### config.mk
export PLATFORM = sky130hd
export DESIGN_NAME = divider_and_reload_timer
export DESIGN_NICKNAME = d
export VERILOG_FILES = /design/src/hw/rtl/drt_pkg.sv /design/src/hw/rtl/divider_and_reload_timer.sv /design/src/hw/rtl/drt_count.sv /design/src/hw/rtl/drt_out_buf.sv
export SDC_FILE = /design/constraint.sdc
export NUM_CORES = 1
export LEC_CHECK = 0
export BUFFER_PORTS_ARGS = -buffer_cell sky130_fd_sc_hd__buf_4
export CAP_MARGIN = 25
export CELL_PAD_IN_SITES_DETAIL_PLACEMENT = 1
export CELL_PAD_IN_SITES_GLOBAL_PLACEMENT = 1
export CORE_MARGIN = 2
export CORE_UTILIZATION = 35
export DETAILED_ROUTE_END_ITERATION = 8
export GPL_TIMING_DRIVEN = 0
export PLACE_DENSITY = 0.66
export SLEW_MARGIN = 20
export SYNTH_ARGS = -nofsm -noshare
export SYNTH_HDL_FRONTEND = slang
export SYNTH_HIERARCHICAL = 1
export SYNTH_SLANG_ARGS = --single-unit
export TNS_END_PERCENT = 100
### constraint.sdc
create_clock -name clk -period 4.6 [get_ports clk]
set_clock_uncertainty 0.2 [all_clocks]
set_input_delay 0.69 -clock clk [delete_from_list [all_inputs] [get_ports clk]]
set_output_delay 0.69 -clock clk [all_outputs]
set_load 0.01 [all_outputs]
### src/hw/rtl/drt_pkg.sv
`timescale 1ns / 1ps
// ----------------------------------------------------------------------------
// drt_pkg: shared types and constants of the divider and reload timer
// field widths, register indexes and the period decode
// ----------------------------------------------------------------------------
package drt_pkg;

  localparam int CyclesW  = 6;
  localparam int ByteW    = 8;
  localparam int SysCntW  = 16;
  localparam int SelW     = 2;
  localparam int CfgIdxW  = 2;
  localparam int CfgDataW = 8;
  // the widest period needs 10 low bits for the phase plus a carry bit for the boundary test
  localparam int PhaseW   = 11;

  // configuration register indexes
  localparam logic [CfgIdxW-1:0] CFG_TIMER_ENABLE = 2'd0;
  localparam logic [CfgIdxW-1:0] CFG_CLOCK_SELECT = 2'd1;
  localparam logic [CfgIdxW-1:0] CFG_RELOAD_VALUE = 2'd2;

  // clock select codes
  localparam logic [SelW-1:0] SEL_1024 = 2'd0;
  localparam logic [SelW-1:0] SEL_16   = 2'd1;
  localparam logic [SelW-1:0] SEL_64   = 2'd2;
  localparam logic [SelW-1:0] SEL_256  = 2'd3;

  typedef struct packed {
    logic [ByteW-1:0] divider_value;
    logic [ByteW-1:0] timer_value;
    logic             timer_irq;
  } result_t;

  // period length of the selected timer clock
  function automatic logic [PhaseW-1:0] period_of(input logic [SelW-1:0] sel);
    logic [PhaseW-1:0] p;
    case (sel)
      SEL_1024: p = 11'd1024;
      SEL_16:   p = 11'd16;
      SEL_64:   p = 11'd64;
      SEL_256:  p = 11'd256;
      default:  p = 11'd1024;
    endcase
    return p;
  endfunction

endpackage

### src/hw/rtl/divider_and_reload_timer.sv
`timescale 1ns / 1ps
// a result is registered in the output register, or held in the skid entry while the output stalls
// throughput: one item per cycle while the skid entry is free, set by the single-pass step logic in drt_count
// a two-entry output buffer keeps input acceptance going while one result waits
// reset: synchronous active-high rst clears counters, configuration and buffer
// ----------------------------------------------------------------------------
// divider_and_reload_timer: divider byte and reloadable timer counter
// each item adds elapsed clock cycles to a free-running system counter and
// reports the divider byte, the timer counter and an overflow interrupt pulse
// ----------------------------------------------------------------------------
module divider_and_reload_timer import drt_pkg::*; (
  input  logic                clk,
  input  logic                rst,
  // configuration write port
  input  logic                cfg_write,
  input  logic [CfgIdxW-1:0]  cfg_index,
  input  logic [CfgDataW-1:0] cfg_data,
  // input items
  input  logic                in_valid,
  output logic                in_stall,
  input  logic [CyclesW-1:0]  elapsed_cycles,
  // result items
  output logic                out_valid,
  input  logic                out_stall,
  output logic [ByteW-1:0]    divider_value,
  output logic [ByteW-1:0]    timer_value,
  output logic                timer_irq
);

  // configuration registers
  logic             timer_enable;
  logic [SelW-1:0]  clock_select;
  logic [ByteW-1:0] reload_value;

  logic    accept;
  logic    buf_full;
  result_t step_result;
  result_t out_data;

  // the input is held off only once the skid entry is occupied
  assign in_stall = buf_full;
  assign accept   = in_valid && !in_stall;

  // register writes, an index past the last register is ignored
  always_ff @(posedge clk) begin
    if (rst) begin
      timer_enable <= 1'b0;
      clock_select <= SEL_1024;
      reload_value <= '0;
    end else if (cfg_write) begin
      unique case (cfg_index)
        CFG_TIMER_ENABLE: timer_enable <= cfg_data[0];
        CFG_CLOCK_SELECT: clock_select <= cfg_data[SelW-1:0];
        CFG_RELOAD_VALUE: reload_value <= cfg_data;
        default: ;
      endcase
    end
  end

  // counter state, stepped once for every accepted item
  drt_count u_count (
    .clk          (clk),
    .rst          (rst),
    .advance      (accept),
    .cycles       (elapsed_cycles),
    .timer_enable (timer_enable),
    .clock_select (clock_select),
    .reload_value (reload_value),
    .result       (step_result)
  );

  // result register and skid stage
  drt_out_buf u_out_buf (
    .clk       (clk),
    .rst       (rst),
    .push      (accept),
    .push_data (step_result),
    .full      (buf_full),
    .out_valid (out_valid),
    .out_stall (out_stall),
    .out_data  (out_data)
  );

  assign divider_value = out_data.divider_value;
  assign timer_value   = out_data.timer_value;
  assign timer_irq     = out_data.timer_irq;

endmodule

### src/hw/rtl/drt_count.sv
`timescale 1ns / 1ps
// ----------------------------------------------------------------------------
// drt_count: counter state and single-pass step logic
// holds system counter, divider and timer counter, advanced once per item
// ----------------------------------------------------------------------------
module drt_count import drt_pkg::*; (
  input  logic               clk,
  input  logic               rst,
  input  logic               advance,
  input  logic [CyclesW-1:0] cycles,
  input  logic               timer_enable,
  input  logic [SelW-1:0]    clock_select,
  input  logic [ByteW-1:0]   reload_value,
  output result_t            result
);

  logic [SysCntW-1:0] system_counter;
  logic [ByteW-1:0]   divider_byte;
  logic [ByteW-1:0]   timer_counter;

  logic [SysCntW-1:0] system_counter_next;
  logic [ByteW-1:0]   divider_byte_next;
  logic [ByteW-1:0]   timer_counter_next;
  logic               irq;

  logic [ByteW:0]     low_sum;
  logic [PhaseW-1:0]  period;
  logic [PhaseW-1:0]  phase;
  logic [PhaseW-1:0]  phase_sum;
  logic               tick;

  always_comb begin
    low_sum   = {1'b0, system_counter[ByteW-1:0]} + {{(ByteW+1-CyclesW){1'b0}}, cycles};
    period    = period_of(clock_select);
    // position inside the current period
    phase     = system_counter[PhaseW-1:0] & (period - 11'd1);
    phase_sum = phase + {{(PhaseW-CyclesW){1'b0}}, cycles};
    tick      = timer_enable && (phase_sum >= period);

    system_counter_next = system_counter + {{(SysCntW-CyclesW){1'b0}}, cycles};
    divider_byte_next   = low_sum[ByteW] ? divider_byte + 8'd1 : divider_byte;
    timer_counter_next  = timer_counter;
    irq                 = 1'b0;
    if (tick) begin
      if (timer_counter == 8'hFF) begin
        timer_counter_next = reload_value;
        irq                = 1'b1;
      end else begin
        timer_counter_next = timer_counter + 8'd1;
      end
    end

    result.divider_value = divider_byte_next;
    result.timer_value   = timer_counter_next;
    result.timer_irq     = irq;
  end

  always_ff @(posedge clk) begin
    if (rst) begin
      system_counter <= '0;
      divider_byte   <= '0;
      timer_counter  <= '0;
    end else if (advance) begin
      system_counter <= system_counter_next;
      divider_byte   <= divider_byte_next;
      timer_counter  <= timer_counter_next;
    end
  end

endmodule

### src/hw/rtl/drt_out_buf.sv
`timescale 1ns / 1ps
// ----------------------------------------------------------------------------
// drt_out_buf: result register with skid stage
// two-entry buffer so an item can be taken while a result is held
// ----------------------------------------------------------------------------
module drt_out_buf import drt_pkg::*; (
  input  logic    clk,
  input  logic    rst,
  input  logic    push,
  input  result_t push_data,
  output logic    full,
  output logic    out_valid,
  input  logic    out_stall,
  output result_t out_data
);

  logic    skid_valid;
  result_t skid_data;
  logic    pop;

  assign pop  = out_valid && !out_stall;
  assign full = skid_valid;

  always_ff @(posedge clk) begin
    if (rst) begin
      out_valid  <= 1'b0;
      skid_valid <= 1'b0;
    end else if (!out_valid || pop) begin
      // main register free next cycle, skid entry is older
      if (skid_valid) begin
        out_valid  <= 1'b1;
        skid_valid <= 1'b0;
      end else begin
        out_valid  <= push;
      end
    end else if (push) begin
      skid_valid <= 1'b1;
    end
  end

  always_ff @(posedge clk) begin
    if (!out_valid || pop) begin
      out_data <= skid_valid ? skid_data : push_data;
    end else if (push) begin
      skid_data <= push_data;
    end
  end

endmodule
==> reports/qor.csv <==
stage,metric,value,unit
timing,tightest_slew,0.809,ns
yosys,synth.yosys.warnings,6,
timing,finalCritPeriodShare,0.978,
worst_setup_path,path_cells,buf_4 -> ha_4 -> fa_2 -> a21o_1 -> a21o_1 -> a21o_1 -> a21o_1 -> nand4_1 -> mux2_2 -> nand2_1 -> ha_2 -> a311o_1 -> nor4_4 -> a21oi_2 -> or2_1 -> buf_6 -> mux2_4 -> mux2_2,
yosys,synth.top_cells.by_area,"edfxtp_1, dfxtp_1, ha_1",
drt,route.detailed.drc,0,
floorplan,die_w,114,um
worst_setup_path,path_delay_family,compound AO/OA/AOI/OAI gates,
run,drv_cap,0,
clocking,cts_tree,yes,
timing,timing.hold.ws,0.283,ns
place,gp_congestion,0.832,
run_status,outcome,"complete, no violations",
worst_setup_path,reg2reg_slack,0.22,ns
place,dp_slack,-0.654,ns
yosys,ys_types,70,
worst_hold_path,hold_end,reload_value[6]$_SDFFE_PP0P_,
power_and_ir_drop,leakagePower,0.00205,uW
grt,antenna_found_initial,0,
yosys,synth_area_per_cell,10.5,um^2
power_and_ir_drop,power,1660,uW
yosys,post-synth-top-area-fraction,0.240,
clocking,clkSinkCount,74,
drt,drtPass1Iterations,4,
power_and_ir_drop,ir_drop,0.109,mV
grt,gr-total-overflow,0,
floorplan,core,11900,um^2
timing,finalHoldViolCount,0,
worst_setup_path,end_kind,flip-flop,
yosys,syn_nets,447,
worst_setup_path,r2r-end,u_out_buf/out_data[2]$_DFFE_PP_,
power_and_ir_drop,p_per_area,324,nW/um^2
clocking,htree_levels,3,
worst_setup_path,r2r.worst_path.cells,17,
worst_setup_path,slowest_stage,fa_2,
grt,grt_pass1_wl,16700,um
layout,fill_cells,1345,
floorplan,rows,40,
drt,wl,10200,um
yosys,syn_inst,406,
drt,wl_per_cell,16.5,um
worst_setup_path,worstSetupStartpointType,primary input,
clocking,clock_tree.root_cell,clkbuf_16,
timing,tns,0,ns
yosys,async_flop_share,0,
floorplan,die_area,13000,um^2
worst_hold_path,min_from,reload_value[6]$_SDFFE_PP0P_,
floorplan,ios,40,
yosys,synth_edf_count,34,
drt,vias_per_cell,5.29,
timing,setup_ws,0.101,ns
timing,finalMaxSlewViolations,0,
worst_hold_path,hold_class,flip-flop to flip-flop,
yosys,netlist_area,4250,um^2
timing,max_freq,0.222,GHz
yosys,yosys_most_used_dff,dfxtp_1,
yosys,yosysMostFrequentCell,dfxtp_1,
place,dp_hpwl,7390,um
worst_setup_path,critical_path_class,primary input to flip-flop,
yosys,synthTopCellsByCount,"dfxtp_1, nor2_1, edfxtp_1, nand2_1, nand2b_1",
drt,antenna_left,0,
worst_hold_path,min_path_cells,2,
layout,antenna_cells,0,
worst_setup_path,cp.arrival,4.38,ns
clocking,insertion_delay,0.33,ns
grt,grt.total_usage,0.162,
clocking,clk_pin_slew,0.06,ns
worst_setup_path,critPathMaxStageDelay,0.41,ns
drt,vias,3246,
worst_setup_path,worst_path_most_repeated_cell,a21o_1,
layout,finalNonFillerCells,614,
place,dp_cells,592,
worst_setup_path,required,4.48,ns
floorplan,fp.dieH,114,um
yosys,seq_area_frac_synth,0.429,
drt,drt_iter0_markers,115,
clocking,cts-buffers-inserted,9,
grt,grt_pass1_vias,3264,
layout,area_growth,20.4,%
layout,layout-drive-gt1-share,0.221,
worst_setup_path,r2r-start,u_count/system_counter[0]$_SDFFE_PP0P_,
timing,slew_headroom,0.461,
timing,final.min_clock_period,4.50,ns
yosys,ys_seq_elements,74,
worst_setup_path,path_buf_inv,2,
layout,nets,503,
floorplan,start_util,0.357,
yosys,yosysTopAreaCell,edfxtp_1,
worst_setup_path,path_max_fanout,6,
place,port_buffers,39,
clocking,clockBufferDepth,2,
grt,grt_max_degree,20,
timing,finalSetupViolations,0,
## repair_timing
action / CTS / global route
buffers inserted: 1 / 5
hold buffers: 0 / 0
resized for setup: 3 / 9
pin swaps: 1 / 7
endpoints found under the setup margin: 11 / 17
## sequential cells by signal, indices dropped and copies added, names as in the netlist
name                    cells
reload_value                8
clock_select                2
u_count/divider_byte        8
timer_enable                1
u_out_buf/full              1
u_out_buf/skid_data        17
u_count/system_counter     11
u_out_buf/out_data         17
u_out_buf/out_valid         1
u_count/timer_counter       8
## per-stage QoR
step,area [um^2],utilization
after floorplan,4250,-
after global placement,4720,0.397
after detailed placement,4720,0.397
after CTS,5030,0.422
after global routing,5110,0.429
final,5110,0.429
## worst max-delay path by stage
stage | start | to | slack, ns | cells after the start
finish | elapsed_cycles[0] | u_out_buf/out_data[2]$_DFFE_PP_ | 0.10 | 18
floorplan | elapsed_cycles[0] | u_out_buf/out_data[8]$_DFFE_PP_ | 0.0007 | 16
global placement | elapsed_cycles[0] | u_out_buf/out_data[8]$_DFFE_PP_ | -0.57 | 17
global route | elapsed_cycles[0] | u_out_buf/out_data[2]$_DFFE_PP_ | -0.01 | 18
CTS | elapsed_cycles[0] | u_out_buf/out_data[2]$_DFFE_PP_ | 0.01 | 18
detailed placement | elapsed_cycles[0] | u_out_buf/out_data[2]$_DFFE_PP_ | -0.65 | 17
## worst reg2reg max path: cells and delay by family, from the launching register on
family,cells,cell delay [ns]
AOI/OAI and AO/OA,6,1.22
buffers and inverters,1,0.14
DFF,1,0.34
adders and majority gates,3,0.77
muxes,3,0.71
and+or+nand+nor,4,0.73
## power breakdown
group | switching [uW] | internal, uW
sequential | 14.7 | 713
clock | 268 | 415
combinational | 134 | 111
total | 417 | 1240
## routing by layer
layer	GRT usage	up-vias	wire, um
met1	0.214	1592	4830
met2	0.266	48	4920
met4	0.0683	0	117
met3	0.0238	9	298
met5	0	-	0
li1	-	1597	-
## area by class of cell
| class | instances | area [um^2] | share of cell area |
|---|---|---|---|
| multi-input combinational | 300 | 2320 | 0.453 |
| sequential | 74 | 1820 | 0.356 |
| timing repair buffer | 45 | 338 | 0.0661 |
| clock buffer | 10 | 229 | 0.0448 |
| tap | 147 | 184 | 0.0360 |
| buffer | 18 | 114 | 0.0223 |
| clock inverter | 6 | 57.6 | 0.0113 |
| inverter | 14 | 52.6 | 0.0103 |
## kinds of logic (layout without fill, tap and decap cells)
kind of cell / after synthesis / in the layout / share of synthesized area
and+or+nand+nor: 146 / 146 / 0.182
muxes: 40 / 40 / 0.111
xor gates and xnor gates: 27 / 27 / 0.0575
DFF: 74 / 74 / 0.429
buffers and inverters: 32 / 93 / 0.0389
adders and majority gates: 20 / 20 / 0.0607
AOI/OAI and AO/OA: 67 / 67 / 0.121
## cells in the final DEF, fill, tap and decap left out, drive strengths merged, types with 3 or more instances in the layout
master / Yosys / final
inv: 14 / 14
nand3b: 3 / 3
a31o: 3 / 3
buf: 7 / 52
a22oi: 3 / 3
mux2i: 17 / 17
ha: 19 / 19
a311o: 3 / 3
nand3: 11 / 11
nand4: 9 / 9
clkbuf: 11 / 21
o21ai: 11 / 11
a211oi: 3 / 3
dfxtp: 40 / 40
edfxtp: 34 / 34
and2: 3 / 3
xnor2: 8 / 8
nor2b: 5 / 5
o211ai: 3 / 3
a21o: 7 / 7
mux2: 23 / 23
or2: 3 / 3
nand2b: 21 / 21
clkinv: 0 / 3
a21oi: 11 / 11
nor3: 11 / 11
nor2: 37 / 37
xor2: 19 / 19
nand2: 24 / 24
nor4: 5 / 5
a32o: 3 / 3
Note: power is estimated with default switching activity, not from simulation.
